File: config.mk
export PLATFORM = sky130hd
export DESIGN_NAME = decimal_seven_segment_update
export DESIGN_NICKNAME = d
export VERILOG_FILES = /design/src/hw/rtl/dssu_pkg.sv /design/src/hw/rtl/dssu_cell.sv /design/src/hw/rtl/dssu_writer.sv /design/src/hw/rtl/decimal_seven_segment_update.sv
export SDC_FILE = /design/constraint.sdc
export NUM_CORES = 1
export LEC_CHECK = 0
export BUFFER_PORTS_ARGS = -buffer_cell sky130_fd_sc_hd__clkbuf_2
export CAP_MARGIN = 20
export CORE_ASPECT_RATIO = 0.75
export CORE_MARGIN = 2
export CORE_UTILIZATION = 30
export DETAILED_ROUTE_END_ITERATION = 7
export GPL_TIMING_DRIVEN = 0
export SLEW_MARGIN = 15
export SYNTH_ARGS = -nofsm -noshare
export SYNTH_HDL_FRONTEND = slang
export SYNTH_SLANG_ARGS = --single-unit
File: constraint.sdc
create_clock -name aclk -period 9.9 [get_ports aclk]
set_input_delay 1.98 -clock aclk [delete_from_list [all_inputs] [get_ports aclk]]
set_output_delay 1.98 -clock aclk [all_outputs]
set_load 0.005 [all_outputs]
File: src/hw/rtl/dssu_pkg.sv
package dssu_pkg;

    localparam int DIGIT_COUNT = 8;
    localparam int VALUE_BITS  = 31;
    // decimal digits needed to hold any VALUE_BITS-bit value
    localparam int BCD_DIGITS  = (VALUE_BITS * 30103) / 100000 + 1;
    localparam int POS_W       = 4;
    localparam int SEG_W       = 8;
    localparam int IDX_W       = $clog2(DIGIT_COUNT);
    localparam int CNT_W       = $clog2(VALUE_BITS);

    localparam int DP_POS_LO = 4;
    localparam int DP_POS_HI = 7;
    localparam logic [SEG_W-1:0] DP_MASK = 8'h80;

    typedef struct packed {
        logic clear;
        logic shift;
    } cell_ctrl_t;

    typedef enum logic [2:0] {
        ST_IDLE = 3'b001,
        ST_CONV = 3'b010,
        ST_DONE = 3'b100
    } conv_state_t;

    function automatic logic [SEG_W-1:0] seg_pattern(input logic [3:0] digit);
        logic [SEG_W-1:0] pat;
        unique case (digit)
            4'd0:    pat = 8'h7E;
            4'd1:    pat = 8'h30;
            4'd2:    pat = 8'h6D;
            4'd3:    pat = 8'h79;
            4'd4:    pat = 8'h33;
            4'd5:    pat = 8'h5B;
            4'd6:    pat = 8'h5F;
            4'd7:    pat = 8'h70;
            4'd8:    pat = 8'h7F;
            4'd9:    pat = 8'h7B;
            default: pat = '0;
        endcase
        return pat;
    endfunction

endpackage

File: src/hw/rtl/dssu_cell.sv
// One BCD digit of the shift-add-3 converter.
module dssu_cell (
    input  logic                  aclk,
    input  dssu_pkg::cell_ctrl_t  ctrl,
    input  logic                  carry_in,
    input  logic                  nz_in,
    output logic                  carry_out,
    output logic                  nz_out,
    output logic [3:0]            digit_out
);

    logic [3:0] digit_reg;
    logic [3:0] digit_next;
    logic [3:0] adj;

    always_comb begin
        adj = (digit_reg >= 4'd5) ? digit_reg + 4'd3 : digit_reg;
        carry_out = adj[3];
        if (ctrl.clear) begin
            digit_next = '0;
        end else if (ctrl.shift) begin
            digit_next = {adj[2:0], carry_in};
        end else begin
            digit_next = digit_reg;
        end
    end

    always_ff @(posedge aclk) begin
        digit_reg <= digit_next;
    end

    // lit when this digit or any higher one is nonzero
    assign nz_out    = nz_in | (digit_reg != 4'd0);
    assign digit_out = digit_reg;

endmodule

File: src/hw/rtl/dssu_writer.sv
// Holds one update's segment patterns and hands them out as digit writes.
module dssu_writer (
    input  logic                                      aclk,
    input  logic                                      aresetn,
    input  logic                                      load,
    input  logic [dssu_pkg::DIGIT_COUNT-1:0][dssu_pkg::SEG_W-1:0] load_pat,
    output logic                                      load_ready,
    output logic                                      m_valid,
    input  logic                                      m_ready,
    output logic [dssu_pkg::POS_W-1:0]                m_digit_position,
    output logic [dssu_pkg::SEG_W-1:0]                m_segment_pattern,
    output logic                                      m_last_write
);

    logic [dssu_pkg::DIGIT_COUNT-1:0][dssu_pkg::SEG_W-1:0] pat_reg;
    logic [dssu_pkg::DIGIT_COUNT-1:0][dssu_pkg::SEG_W-1:0] pat_next;
    logic                                                  busy_reg;
    logic                                                  busy_next;
    logic [dssu_pkg::IDX_W-1:0]                            idx_reg;
    logic [dssu_pkg::IDX_W-1:0]                            idx_next;
    logic                                                  last;

    assign last       = (idx_reg == dssu_pkg::IDX_W'(dssu_pkg::DIGIT_COUNT - 1));
    assign load_ready = !busy_reg || (m_ready && last);

    always_comb begin
        busy_next = busy_reg;
        idx_next  = idx_reg;
        pat_next  = pat_reg;
        if (busy_reg && m_ready) begin
            idx_next = idx_reg + 1'b1;
            if (last) begin
                busy_next = 1'b0;
            end
        end
        if (load && load_ready) begin
            busy_next = 1'b1;
            idx_next  = '0;
            pat_next  = load_pat;
        end
    end

    always_ff @(posedge aclk) begin
        if (!aresetn) begin
            busy_reg <= 1'b0;
            idx_reg  <= '0;
        end else begin
            busy_reg <= busy_next;
            idx_reg  <= idx_next;
        end
        pat_reg <= pat_next;
    end

    assign m_valid           = busy_reg;
    assign m_digit_position  = dssu_pkg::POS_W'(idx_reg) + dssu_pkg::POS_W'(1);
    assign m_segment_pattern = pat_reg[idx_reg];
    assign m_last_write      = last;

endmodule

File: src/hw/rtl/decimal_seven_segment_update.sv
// Decimal seven-segment display updater.
// Input channel s_*: one binary value per item on s_display_value. A value
// equal to the one last shown is accepted and produces nothing.
// A new value is stored, then converted to BCD by a row of digit cells, one
// shift-add-3 step per input bit.
// Result channel m_*: eight digit writes per new value, digit 1 first, the
// last flagged by m_last_write. Higher digits above the number are blank,
// decimal points sit on digits 4 and 7 when those digits are lit.
// A new value is taken only once the bit-serial conversion of the one before
// is finished; writes of one value go out while the next one converts.
// If the receiver stalls, the finished conversion waits in the cells and
// the input stalls until the write buffer can take it.
// Reset clears the shown value to zero (so a zero right after reset emits
// nothing) and drops any pending writes.
module decimal_seven_segment_update (
    input  logic                                aclk,
    input  logic                                aresetn,
    input  logic                                s_valid,
    output logic                                s_ready,
    input  logic [dssu_pkg::VALUE_BITS-1:0]     s_display_value,
    output logic                                m_valid,
    input  logic                                m_ready,
    output logic [dssu_pkg::POS_W-1:0]          m_digit_position,
    output logic [dssu_pkg::SEG_W-1:0]          m_segment_pattern,
    output logic                                m_last_write
);

    localparam int NB = dssu_pkg::BCD_DIGITS;

    dssu_pkg::conv_state_t              state_reg;
    dssu_pkg::conv_state_t              state_next;
    logic [dssu_pkg::VALUE_BITS-1:0]    shown_reg;
    logic [dssu_pkg::VALUE_BITS-1:0]    shown_next;
    logic [dssu_pkg::VALUE_BITS-1:0]    val_reg;
    logic [dssu_pkg::VALUE_BITS-1:0]    val_next;
    logic [dssu_pkg::CNT_W-1:0]         cnt_reg;
    logic [dssu_pkg::CNT_W-1:0]         cnt_next;

    dssu_pkg::cell_ctrl_t               ctrl;
    logic                               accept;
    logic                               start;
    logic                               load;
    logic                               load_ready;
    logic [NB:0]                        carry;
    logic [NB:0]                        nz;
    logic [NB-1:0][3:0]                 digit;
    logic [dssu_pkg::DIGIT_COUNT-1:0][dssu_pkg::SEG_W-1:0] load_pat;

    assign load    = (state_reg == dssu_pkg::ST_DONE);
    assign s_ready = (state_reg == dssu_pkg::ST_IDLE) || (load && load_ready);
    assign accept  = s_valid && s_ready;
    assign start   = accept && (s_display_value != shown_reg);

    always_comb begin
        state_next = state_reg;
        shown_next = shown_reg;
        val_next   = val_reg;
        cnt_next   = cnt_reg;
        ctrl       = '0;
        unique case (state_reg)
            dssu_pkg::ST_IDLE: ;
            dssu_pkg::ST_CONV: begin
                ctrl.shift = 1'b1;
                val_next   = {val_reg[dssu_pkg::VALUE_BITS-2:0], 1'b0};
                cnt_next   = cnt_reg + 1'b1;
                if (cnt_reg == dssu_pkg::CNT_W'(dssu_pkg::VALUE_BITS - 1)) begin
                    state_next = dssu_pkg::ST_DONE;
                end
            end
            dssu_pkg::ST_DONE: begin
                if (load_ready) begin
                    state_next = dssu_pkg::ST_IDLE;
                end
            end
            default: state_next = dssu_pkg::ST_IDLE;
        endcase
        if (start) begin
            ctrl.clear = 1'b1;
            ctrl.shift = 1'b0;
            shown_next = s_display_value;
            val_next   = s_display_value;
            cnt_next   = '0;
            state_next = dssu_pkg::ST_CONV;
        end
    end

    always_ff @(posedge aclk) begin
        if (!aresetn) begin
            state_reg <= dssu_pkg::ST_IDLE;
            shown_reg <= '0;
            cnt_reg   <= '0;
        end else begin
            state_reg <= state_next;
            shown_reg <= shown_next;
            cnt_reg   <= cnt_next;
        end
        val_reg <= val_next;
    end

    // bits enter the least significant cell, carries ripple upward
    assign carry[0] = val_reg[dssu_pkg::VALUE_BITS-1];
    assign nz[NB]   = 1'b0;

    for (genvar i = 0; i < NB; i++) begin : g_cell
        dssu_cell u_cell (
            .aclk      (aclk),
            .ctrl      (ctrl),
            .carry_in  (carry[i]),
            .nz_in     (nz[i+1]),
            .carry_out (carry[i+1]),
            .nz_out    (nz[i]),
            .digit_out (digit[i])
        );
    end

    for (genvar p = 0; p < dssu_pkg::DIGIT_COUNT; p++) begin : g_pat
        localparam logic HAS_DP = (p + 1 == dssu_pkg::DP_POS_LO) ||
                                  (p + 1 == dssu_pkg::DP_POS_HI);
        always_comb begin
            if (nz[p]) begin
                load_pat[p] = dssu_pkg::seg_pattern(digit[p]) |
                              (HAS_DP ? dssu_pkg::DP_MASK : '0);
            end else begin
                load_pat[p] = '0;
            end
        end
    end

    dssu_writer u_writer (
        .aclk              (aclk),
        .aresetn           (aresetn),
        .load              (load),
        .load_pat          (load_pat),
        .load_ready        (load_ready),
        .m_valid           (m_valid),
        .m_ready           (m_ready),
        .m_digit_position  (m_digit_position),
        .m_segment_pattern (m_segment_pattern),
        .m_last_write      (m_last_write)
    );

endmodule

**After elaboration in Yosys (flattened, before gate mapping)**

Memory sizes are Yosys's and may differ from the RTL's. A register that Yosys moved wholly into a read port is not among the register bits.
Index checks and enable logic that the tools add are counted.
Widths: inputs -> output; s select.

- Register bits after elaboration: 178
- Logic and storage cells: 142
- ROM bits: 896
- Memories kept: 8

- Bitwise gates (word level): 11
- Equal/unequal tests: 11
- $add $sub $neg: 13
- Order comparisons: 11
- Muxes and demuxes: 29
- Reduce and logical (&&, ||, !) cells: 32

Memory list:

| name | words | width | rd ports | clocked after Yosys merged registers in | write ports | RTL line | source |
|---|---|---|---|---|---|---|---|
| (no name shown) | 16 | 7 | 1 | 1 | 0 | dssu_pkg.sv:29 | `unique case (digit)` |
| (no name shown) | 16 | 7 | 1 | 1 | 0 | dssu_pkg.sv:29 |  |
| (no name shown) | 16 | 7 | 1 | 1 | 0 | dssu_pkg.sv:29 |  |
| (no name shown) | 16 | 7 | 1 | 1 | 0 | dssu_pkg.sv:29 |  |
| (no name shown) | 16 | 7 | 1 | 1 | 0 | dssu_pkg.sv:29 |  |
| (no name shown) | 16 | 7 | 1 | 1 | 0 | dssu_pkg.sv:29 |  |
| 2 more memories | - | - | - | - | - | - |  |

Operators by type and width:

| kind | number |
|---|---|
| $mux 31 | 2 |
| $mux 4 | 13 |
| $ge 4x3->1 const B | 10 |
| $reduce_bool 4->1 | 10 |
| $add 4x2->4 const B | 9 |
| $ne 31x31->1 | 1 |
| $bmux 8 s3 | 1 |
| $mux 8 | 3 |
| $mux 3 | 3 |
| $or 1x1->1 | 9 |
| $pmux 3 s3 | 1 |
| $logic_not 1->1 | 7 |
| $eq 3x3->1 const B | 2 |
| $ne 2x2->1 const B | 3 |
| $ne 3x3->1 const B | 2 |
| $reduce_and 3->1 | 2 |
| $reduce_bool 2->1 | 3 |
| $add 5x1->5 const B | 1 |
| $eq 5x5->1 const B | 1 |
| $logic_and 1x1->1 | 5 |
| $add 3x1->4 const B | 1 |
| $lt 3x4->1 const B | 1 |
| $mux 1 | 4 |
| $mux 2 | 2 |
| other kinds (8) | 11 |

**Depth between registers and ports, before layout**

Gate-level depths: netlist (run 1).

- Depth in word-level cells: 11
- Mapped depth: 14
- Mapped depth without buffers: 13

**Modules after synthesis**

From an unflattened synthesis (run 1), not the netlist that was laid out.

- Cell total of the unflattened synthesis: 1014
- Area, all modules: 10765.3 µm²

Modules (own cells, without submodules):

| module | instances | cells an instance | area each (µm²) |
|---|---|---|---|
| decimal_seven_segment_update | 1 | 569 | 5268.8 |
| dssu_cell | 10 | 33 | 282.8 |
| dssu_writer | 1 | 115 | 2668.8 |

**Worst setup path after synthesis (run 1)**

No wires, ideal clock.

- Kind: input port to flip-flop
- Start point: in m_ready
- End point: reg u_writer.idx_reg[0] (netlist bit)
- Setup slack: 4706 ps
- Arrival time: 5076 ps
- Required time: 9782 ps
- Path buffers: 0
- Library setup time: 118 ps
- Stages on the path: 4
- Cell sequence: a21boi_1 nor2b_1 nand2b_1 nor2_1

- Cells in the longest elaborated chain, start to end: 4
- Elaborated cells between the ends (all ways): 5
- Classes of those cells: 5 x reduce/logical

Ends and longest elaborated chain:

| element | RTL line | source |
|---|---|---|
| start, declared | decimal_seven_segment_update.sv:22 | `input logic m_ready,` |
| $logic_and 1x1->1 | dssu_writer.sv:24 | `assign load_ready = !busy_reg \|\| (m_ready && last);` |
| $logic_or 1x1->1 | dssu_writer.sv:24 |  |
| $logic_and 1x1->1 | dssu_writer.sv:36 | `if (load && load_ready) begin` |
| $reduce_or 2->1 (no source line) | - |  |
| end signal, assigned | dssu_writer.sv:49 | `idx_reg <= idx_next;` |
| end, declared | dssu_writer.sv:19 | `logic [dssu_pkg::IDX_W-1:0] idx_reg;` |

Several ways; a longest one is shown, not always the timed one.
A chain may end at the register's enable or synchronous reset.

**Worst setup path after layout (run 1)**

- Start point: in m_ready
- End point: out s_ready

- Cells in the longest elaborated chain, start to end: 4

Ends and longest elaborated chain:

| element | RTL line | source |
|---|---|---|
| $logic_and 1x1->1 | dssu_writer.sv:24 |  |
| $logic_or 1x1->1 | dssu_writer.sv:24 |  |
| $logic_and 1x1->1 | decimal_seven_segment_update.sv:50 | `assign s_ready = (state_reg == dssu_pkg::ST_IDLE) \|\| (load && load_ready);` |
| $logic_or 1x1->1 | decimal_seven_segment_update.sv:50 |  |
| end, declared | decimal_seven_segment_update.sv:19 | `output logic s_ready,` |

No other way between the ends.

==> results, run 1 <==
- The flow ran to the end, and the final reports show no timing, DRC or antenna violations.
- The number of distinct standard cells referenced by the synthesized netlist is 59.
- Ranked by total cell area, the synthesized netlist is headed by sky130_fd_sc_hd__edfxtp_1 (27%), sky130_fd_sc_hd__dfxtp_1 (20%), sky130_fd_sc_hd__ha_1 (8.9%).
- Global routing finished with a remaining overflow of 0.
- The clock transition time at the flip-flop clock pins of the worst setup and hold paths is 0.07 ns.
- The via count of the first global-routing pass is 6,811.
- The largest incremental delay on the critical path is 0.62 ns.
- In this run the cell area of the synthesized design comes to 9860 µm².
- The wire length reported by the detailed router is 24,000 µm.
- The average detailed-routed wire length per instance is 15.5 µm.
- The clock tree from TritonCTS is done.
- CTS built an H-tree with a depth of 4.
- Of all cell types, the one taking the most synthesized area is sky130_fd_sc_hd__edfxtp_1.
- The pin count of the biggest net entering global routing is 32.
- The initial core utilization is 0.305.
- The classification of the worst setup path is in2out.
- In this run the deepest clock path goes through 2 buffers.
- The worst hold path depth is 2.
- The area fraction of the dominant cell type after synthesis is 0.271.
- The net switching power is 0.382 mW.
- Setup violations remaining at the end of the flow were counted as 0.
- The share of total power dissipated in combinational logic is 0.067.
- The setup TNS after final layout is 0 ns.
- The die covers 34,400 µm².
- The max-slew headroom at the worst pin is 0.458.
- Internal power comes to 1.21 mW.
- The net switching share of the total power is 0.240.
- The number of non-filler instances in the completed layout is 1,548.
- The worst slack after detailed placement is 4.78 ns.
- The clock sink total is 186.
- The share of total power dissipated in sequential elements is 0.528.
- The count of buffers inserted at the top-level ports is 49.
- Summing all non-filler instances in the final layout gives an area of 11,300 µm².
- For this run, the share of the core covered by cells in the final layout is 0.348.
- Setup repair after global routing left no endpoint under its margin.
- The transition time at the pin with the least slew margin is 0.812 ns.
- In the routed design, unresolved DRC markers number 0.
- The final hold violation count is 0.
- Before antenna repair, the detailed router went through 7 iterations.
- The first global-routing pass estimated 38,100 µm of wire.
- The number of placed instances, taps included, is 1,516.
- The mean cell area of the mapped netlist is 9.65 µm².
- For the worst flop-to-flop path, the logic depth is 14.
- The congestion estimate from routability-driven global placement came to 0.826.
- The data arrival time of the critical path is 3.16 ns.
- The number of gates resized after CTS was 0.
- Detailed placement finished with a half-perimeter wire length of 18,000 µm.
- The number of placement rows is 57.
- In this run the cell area measured after placement is 10,700 µm².
- The maximum fanout encountered on the critical timing path is 4.
- The total routing usage reported by global routing is 0.144.
- The final number of max-transition violations is 0.
- The count of buffers added by post-CTS timing repair for setup is 0.
- After the last flow step, the layout net total stands at 1,198.
- The cell that appears most often on the critical path is sky130_fd_sc_hd__clkbuf_2.
- The setup slack after layout is 4.76 ns.
- The Yosys step of the flow raised 0 warnings.
- The min-delay analysis places its worst path in the category reg2reg.
- The clock network fraction of total power is 0.405.
- The x dimension of the die is 213 µm.
- Compared with the post-synthesis result, the final layout area differs by 14.2%.
- Static timing analysis puts the maximum clock frequency at 194 MHz.
- The register with the most flip-flops in the layout has 58 of them.
- STA puts the critical path data required time at 7.92 ns.
- In the final layout, the share of cells above drive strength 1 is 0.119.
- Final hold analysis gives a worst-case slack of 0.476 ns.
- The region available for standard cell placement spans 32,400 µm².
- The clock arrives with 0.0103 ns of skew.
- Across the run, the number of max-cap violations was 0.
- In this run the static leakage power is 4.38 nW.
- The sequential-to-total area share from yosys stat is 0.468.
- After clock tree synthesis, the flow added hold-fix buffers numbering 0.
- The die is 161 µm tall.
- The number of vias in the routed layout is 7,375.
- The root buffer cell chosen for the clock tree is sky130_fd_sc_hd__clkbuf_16.
- The power per cell area is 141 nW/µm².
- STA classifies the critical path endpoint as an output pin.
- The clock network latency to the later pin of the worst-skew pair is 0.44 ns.
- 50 I/O pins were placed.
- Synthesis produced a netlist with a net count of 1,127.
- The number of inserted diodes is 0.
- Power comes to 1.59 mW.
- VDD sags by at most 0.000106 V.
- For this block, the initial DRC count from the detailed router was 737.
- The async set-or-reset flop fraction in the synthesized netlist is 0.
- The via density per instance is 4.76.
- The TritonCTS buffer count is 17.
- The initial antenna violation count is 0.
- Traced cell by cell, the critical path runs through clkbuf_2 -> a21boi_1 -> or3b_1 -> a21oi_4 -> clkbuf_2.
- The slowest stage of the critical path is the sky130_fd_sc_hd__a21boi_1 cell.
- Yosys mapped a number of flops with a built-in enable equal to 89.
- Synthesis inferred 186 register bits.
- Dividing the final minimum period by the clock period gives 0.520.
- Counting every instance in the synthesized netlist gives 1,022.
- The startpoint class of the critical path is a primary input.
- Once detail routing completed, the nets flagged for antenna violations numbered 0.
- The final critical delay including setup and external delays is 5.14 ns.
- The top flip-flop cell by instance count after synthesis is sky130_fd_sc_hd__dfxtp_1.
cell usage after synthesis (all sizes together), types with 8 or more instances:
cell,number
clkbuf,24
and2,16
a21oi,67
o21ai,59
a21o,8
inv,48
buf,21
nand2b,20
ha,70
edfxtp,89
o211ai,8
a21boi,32
xor2,36
nor3,11
mux4,14
a31oi,10
dfxtp,97
nand4,8
nand2,164
xnor2,13
nor2,88
mux2,8
nand3,35
nor4,11
logic make-up after synthesis:
| kind of cell | synth area share |
|---|---|
| flip-flops | 0.468 |
| buffers and inverters | 0.0387 |
| AO/OA/AOI/OAI | 0.142 |
| XOR/XNOR | 0.0435 |
| adder cells (fa/ha/maj) | 0.0888 |
| multiplexers | 0.0431 |
| AND/OR/NAND/NOR | 0.176 |
worst max-delay path, delay by kind of cell:
family / cells / cell delay (ns)
AOI/OAI and AO/OA: 2 / 0.70
buffers and inverters: 2 / 0.23
and+or+nand+nor: 1 / 0.25
placed cells by master, fill, tap and decap left out, drive strengths merged, types with 14 or more instances in the layout:
cell    count
buf        24
and2       16
nand3      35
edfxtp     89
o21ai      59
dfxtp      97
nand2b     20
nand2     164
inv        49
xor2       36
a21boi     32
clkbuf     94
a21oi      67
nor2       88
mux4       14
ha         70
power by group through the flow:
stage / Sequential, mW / Clock [mW] / Combinational (mW)
2_1_floorplan: 0.855 / 0 / 0.0643
3_3_place_gp: 0.858 / 0 / 0.104
3_5_place_dp: 0.858 / 0 / 0.107
4_1_cts: 0.840 / 0.659 / 0.108
5_1_grt: 0.843 / 0.688 / 0.120
6_report: 0.840 / 0.645 / 0.107
worst paths after layout:
path / startpoint / end / slack, ns
min: shown_reg[14] / shown_reg[14] / 0.48
max: m_ready / s_ready / 4.76
max reg2reg: u_writer.idx_reg[0] / flip-flop / 6.44
min reg2reg: shown_reg[14] / shown_reg[14] / 0.48
layer usage:
metal  global-route usage  vias to the layer above  share of wire
met1                0.225                     3489           0.53
met2                0.198                      163           0.40
met3               0.0342                       18          0.055
li1                     -                     3705              -
met5                    0                        -              0
met4               0.0287                        0         0.0079
layout make-up:
type                            count  area, µm²
Buffer                             45        201
Clock buffer                       21        440
Clock inverter                     11       97.6
Fill cell                        3333      21100
Inverter                           48        180
Multi-Input combinational cell    743       4880
Sequential cell                   186       4610
Tap cell                          442        553
Timing Repair Buffer               52        305
Note: power is estimated with default switching activity, not from simulation.
==> run 2, diff against run 1 <==
--- a/config.mk
+++ b/config.mk
@@ -5,6 +5,7 @@
 export SDC_FILE = /design/constraint.sdc
 export NUM_CORES = 1
 export LEC_CHECK = 0
+export ABC_AREA = 1
 export BUFFER_PORTS_ARGS = -buffer_cell sky130_fd_sc_hd__clkbuf_2
 export CAP_MARGIN = 20
 export CORE_ASPECT_RATIO = 0.75
==> constraint.sdc (replaced) <==
create_clock -name aclk -period 4.2 [get_ports aclk]
set_input_delay 0.84 -clock aclk [delete_from_list [all_inputs] [get_ports aclk]]
set_output_delay 0.84 -clock aclk [all_outputs]
set_load 0.005 [all_outputs]
==> results, run 2 <==
- The x dimension of the die is 213 µm (-0.11%).
- The clock tree from TritonCTS is done.
- The number of cells produced by synthesis is 1,211 (+18%).
- Setup repair after global routing left no endpoint under its margin.
- The post-synth net total is 1,316 (+17%).
- The class of the tightest hold or removal check is reg2reg.
- The final hold violation count is 0 (unchanged).
- The transition time at the pin with the least slew margin was 0.810 ns (-0.00235 ns).
- The final number of max-transition violations was 0 (unchanged).
- The setup-violating endpoint count in the final report came to 0 (unchanged).
- The worst slack after detailed placement is 0.667 ns (-4.11 ns).
- The mean cell area of the mapped netlist is 8.13 µm² (-16%).
- The fraction of final layout cells sized beyond drive strength 1 is 0.0889 (-0.0305).
- Clock tree synthesis selected as its root buffer the cell sky130_fd_sc_hd__clkbuf_16.
- The clock sink total came to 186 (unchanged).
- The number of cells in the design after placement is 1,703 (+12%).
- Dividing the final minimum period by the clock period gives 0.792.
- The height of the die was 161 µm (-0.11%).
- The number of gates resized after CTS is 0 (unchanged).
- The count of buffers added by post-CTS timing repair for setup is 0 (unchanged).
- The total power is 4.06 mW (+150%).
- The number of non-filler instances in the completed layout is 1,737 (+12%).
- The synthesized design spends more area on one cell type than any other, namely sky130_fd_sc_hd__edfxtp_1.
- The data required time at the worst endpoint is 4.52 ns (-3.40 ns).
- The cell leakage power is 5.10 nW (+16%).
- The largest incremental delay on the critical path is 0.42 ns (-0.20 ns).
- The final critical delay including setup and external delays is 3.33 ns.
- The final cell utilization of the core is 0.348 (about the same).
- The area fraction of the dominant cell type after synthesis is 0.272 (+0.000620).
- Ranked by total cell area, the synthesized netlist is headed by sky130_fd_sc_hd__edfxtp_1 (27%), sky130_fd_sc_hd__dfxtp_1 (20%), sky130_fd_sc_hd__nand2_1 (12%).
- The pin count of the biggest net entering global routing is 41 (+28%).
- The count of buffers inserted at the top-level ports is 49 (unchanged).
- The total routing usage reported by global routing is 0.143 (-0.00102).
- The number of placement rows is 57 (unchanged).
- The initial core utilization is 0.304 (-0.000696).
- The element type at the critical path end is a flip-flop.
- The setup slack after layout came to 0.873 ns (-3.88 ns).
- The clock network latency to the later pin of the worst-skew pair is 0.44 ns (about the same).
- The startpoint class of the critical path is a flip-flop.
- The number of primary I/O pins came to 50 (unchanged).
- The max-slew headroom at the worst pin is 0.460 (+0.00272).
- In the synthesized netlist, the cells that appear most often are sky130_fd_sc_hd__nand2_1 (312), sky130_fd_sc_hd__inv_1 (152), sky130_fd_sc_hd__nor2_1 (134).
- The sequential-to-total area share from yosys stat is 0.469 (+0.00107).
- The summed area of non-filler cells in the final layout is 11,300 µm² (about the same).
- The top flip-flop cell by instance count after synthesis is sky130_fd_sc_hd__dfxtp_1.
- The initial antenna violation count is 1 (+1).
- On the critical path, the stage with the largest delay is an instance of sky130_fd_sc_hd__dfxtp_1.
- The flow ran to the end, and the final reports show no timing, DRC or antenna violations.
- Among the stages of the critical path, the cell type that occurs most often is sky130_fd_sc_hd__nand2_1.
- The maximum fanout encountered on the critical timing path is 10 (+6).
- The timing-limited maximum frequency is 301 MHz.
- The wire length reported by the detailed router came to 23,600 µm (-1.5%).
- The number of nets in the layout was 1,386 (+16%).
- The setup TNS after final layout is 0 ns (unchanged).
- The most frequent cell after synthesis is sky130_fd_sc_hd__nand2_1.
- The total number of H-tree levels is 4 (unchanged).
- The first-pass GRT wire length is 38,400 µm (+0.83%).
- The via count of the first global-routing pass is 7,502 (+10%).
- The signal on the critical path passes through ha_1 -> ha_1 -> nand2_1 -> nand2_1 -> nand2_1 -> a21boi_1 -> nand2_1 -> buf_2 -> buf_2 -> nand2_1 -> inv_1 -> ha_1 -> inv_1 -> nand3_1 -> nand2_1 -> nand2_1.
- The library cells used most frequently in the layout, excluding fill and tap cells, are sky130_fd_sc_hd__nand2_1 (312), sky130_fd_sc_hd__inv_1 (151), sky130_fd_sc_hd__nor2_1 (134).
- The max-capacitance violation count is 0 (unchanged).
- The clock transition time at the flip-flop clock pins of the worst setup and hold paths came to 0.08 ns (about the same).
- The worst hold slack across all endpoints was 0.474 ns (-0.00168 ns).
- The global-route congestion overflow total was 0 (unchanged).
- The data arrival time of the critical path is 3.65 ns (+0.49 ns).
- The post-detailed-route DRC marker count is 0 (unchanged).
- The synthesized area is 9840 µm² (-0.23%).
- By startpoint and endpoint, the worst setup path is classified as reg2reg.
- The number of distinct standard cells referenced by the synthesized netlist is 41 (-31%).
- The number of synthesized register bits is 186 (unchanged).
- The average detailed-routed wire length per instance came to 13.6 µm (-12%).
- The HPWL after detailed placement is 17,400 µm (-2.9%).
- The placer's final routability congestion estimate came to 0.813 (-1.6%).
- The number of enable-type register cells in the synthesized netlist came to 89 (unchanged).
- The number of vias in the routed layout is 7,952 (+7.8%).
- The hold-fix buffer count after cts is 0 (unchanged).
- The core area is 32,400 µm² (unchanged).
- The flip-flop count of the largest register after layout is 58 (unchanged).
- The via density per instance is 4.58 (-3.9%).
- The deepest clock path buffer count is 2 (unchanged).
- The post-synthesis to final-layout area growth is 14.6%.
- The number of warnings printed during yosys synthesis came to 0 (unchanged).
- The async set-or-reset flop fraction in the synthesized netlist is 0 (unchanged).
- The die footprint is 34,300 µm² (-0.22%).
- Leaving out fill and tap cells, the most frequent cell in the layout is sky130_fd_sc_hd__nand2_1.
- The first-pass iteration count of the detailed router came to 5 (-2).
- The detailed router's first-iteration violation count came to 502 (-32%).
- The TritonCTS buffer count came to 17 (unchanged).
- The placed cell area is 10,700 µm² (-0.65%).
- The worst clock skew was 0.0176 ns (+0.00736 ns).
- The power per cell area is 360 nW/µm² (+150%).
- The maximum VDD drop is 0.000219 V (+110%).
- The remaining antenna violation count after routing came to 0 (unchanged).
==> run 2: cell families (layout without fill, tap and decap cells) <==
logic type / after synthesis / after routing / synth area share
other: 0 / 1 / 0
DFF: 186 / 186 / 0.469
xor gates and xnor gates: 32 / 32 / 0.0285
AOI/OAI and AO/OA: 215 / 215 / 0.121
and+or+nand+nor: 514 / 514 / 0.217
adders and majority gates: 70 / 70 / 0.0890
buffers and inverters: 194 / 277 / 0.0767
==> run 2: worst paths after layout <==
kind / start / endpoint / cells past startpoint / slack [ns]
worst min register to register: val_reg[30] / g_cell[0].u_cell.digit_out[0] / 2 / 0.47
worst max-delay path: u_writer.idx_reg[0] / flip-flop / 16 / 0.87
worst max register to register: u_writer.idx_reg[0] / flip-flop / 16 / 0.87
worst min-delay path: val_reg[30] / g_cell[0].u_cell.digit_out[0] / 2 / 0.47
==> run 2: where the power goes <==
part           switching [mW]  internal (mW)  leakage, nW
registers              0.0306           2.00         1.62
logic                   0.253          0.126         3.19
clock network           0.754          0.897        0.285
==> run 2: cell type report <==
cell class              instances  area (µm²)
inverters                     156         587
well taps                     442         553
clock inverters                13         160
repair buffers                 51         285
diodes                          1        2.50
flip-flops and latches        186        4610
plain buffers                  38         168
multi-input cells             831        4470
clock buffers                  19         433
fillers                      3403       21100
==> run 2: metal layers <==
metal	vias up	global-route usage	wire length, µm
li1	4093	-	-
met1	3717	0.201	11900
met2	123	0.221	10600
met3	19	0.0307	854
met4	0	0.0401	266
met5	-	0	0
==> run 2: worst max-delay path, delay by kind of cell (launching register included) <==
| kind | cells | cell delay [ns] |
|---|---|---|
| adder cells (fa/ha/maj) | 3 | 0.80 |
| flip-flops | 1 | 0.42 |
| AND/OR/NAND/NOR | 8 | 1.17 |
| buffers and inverters | 4 | 0.65 |
| AO/OA/AOI/OAI | 1 | 0.16 |
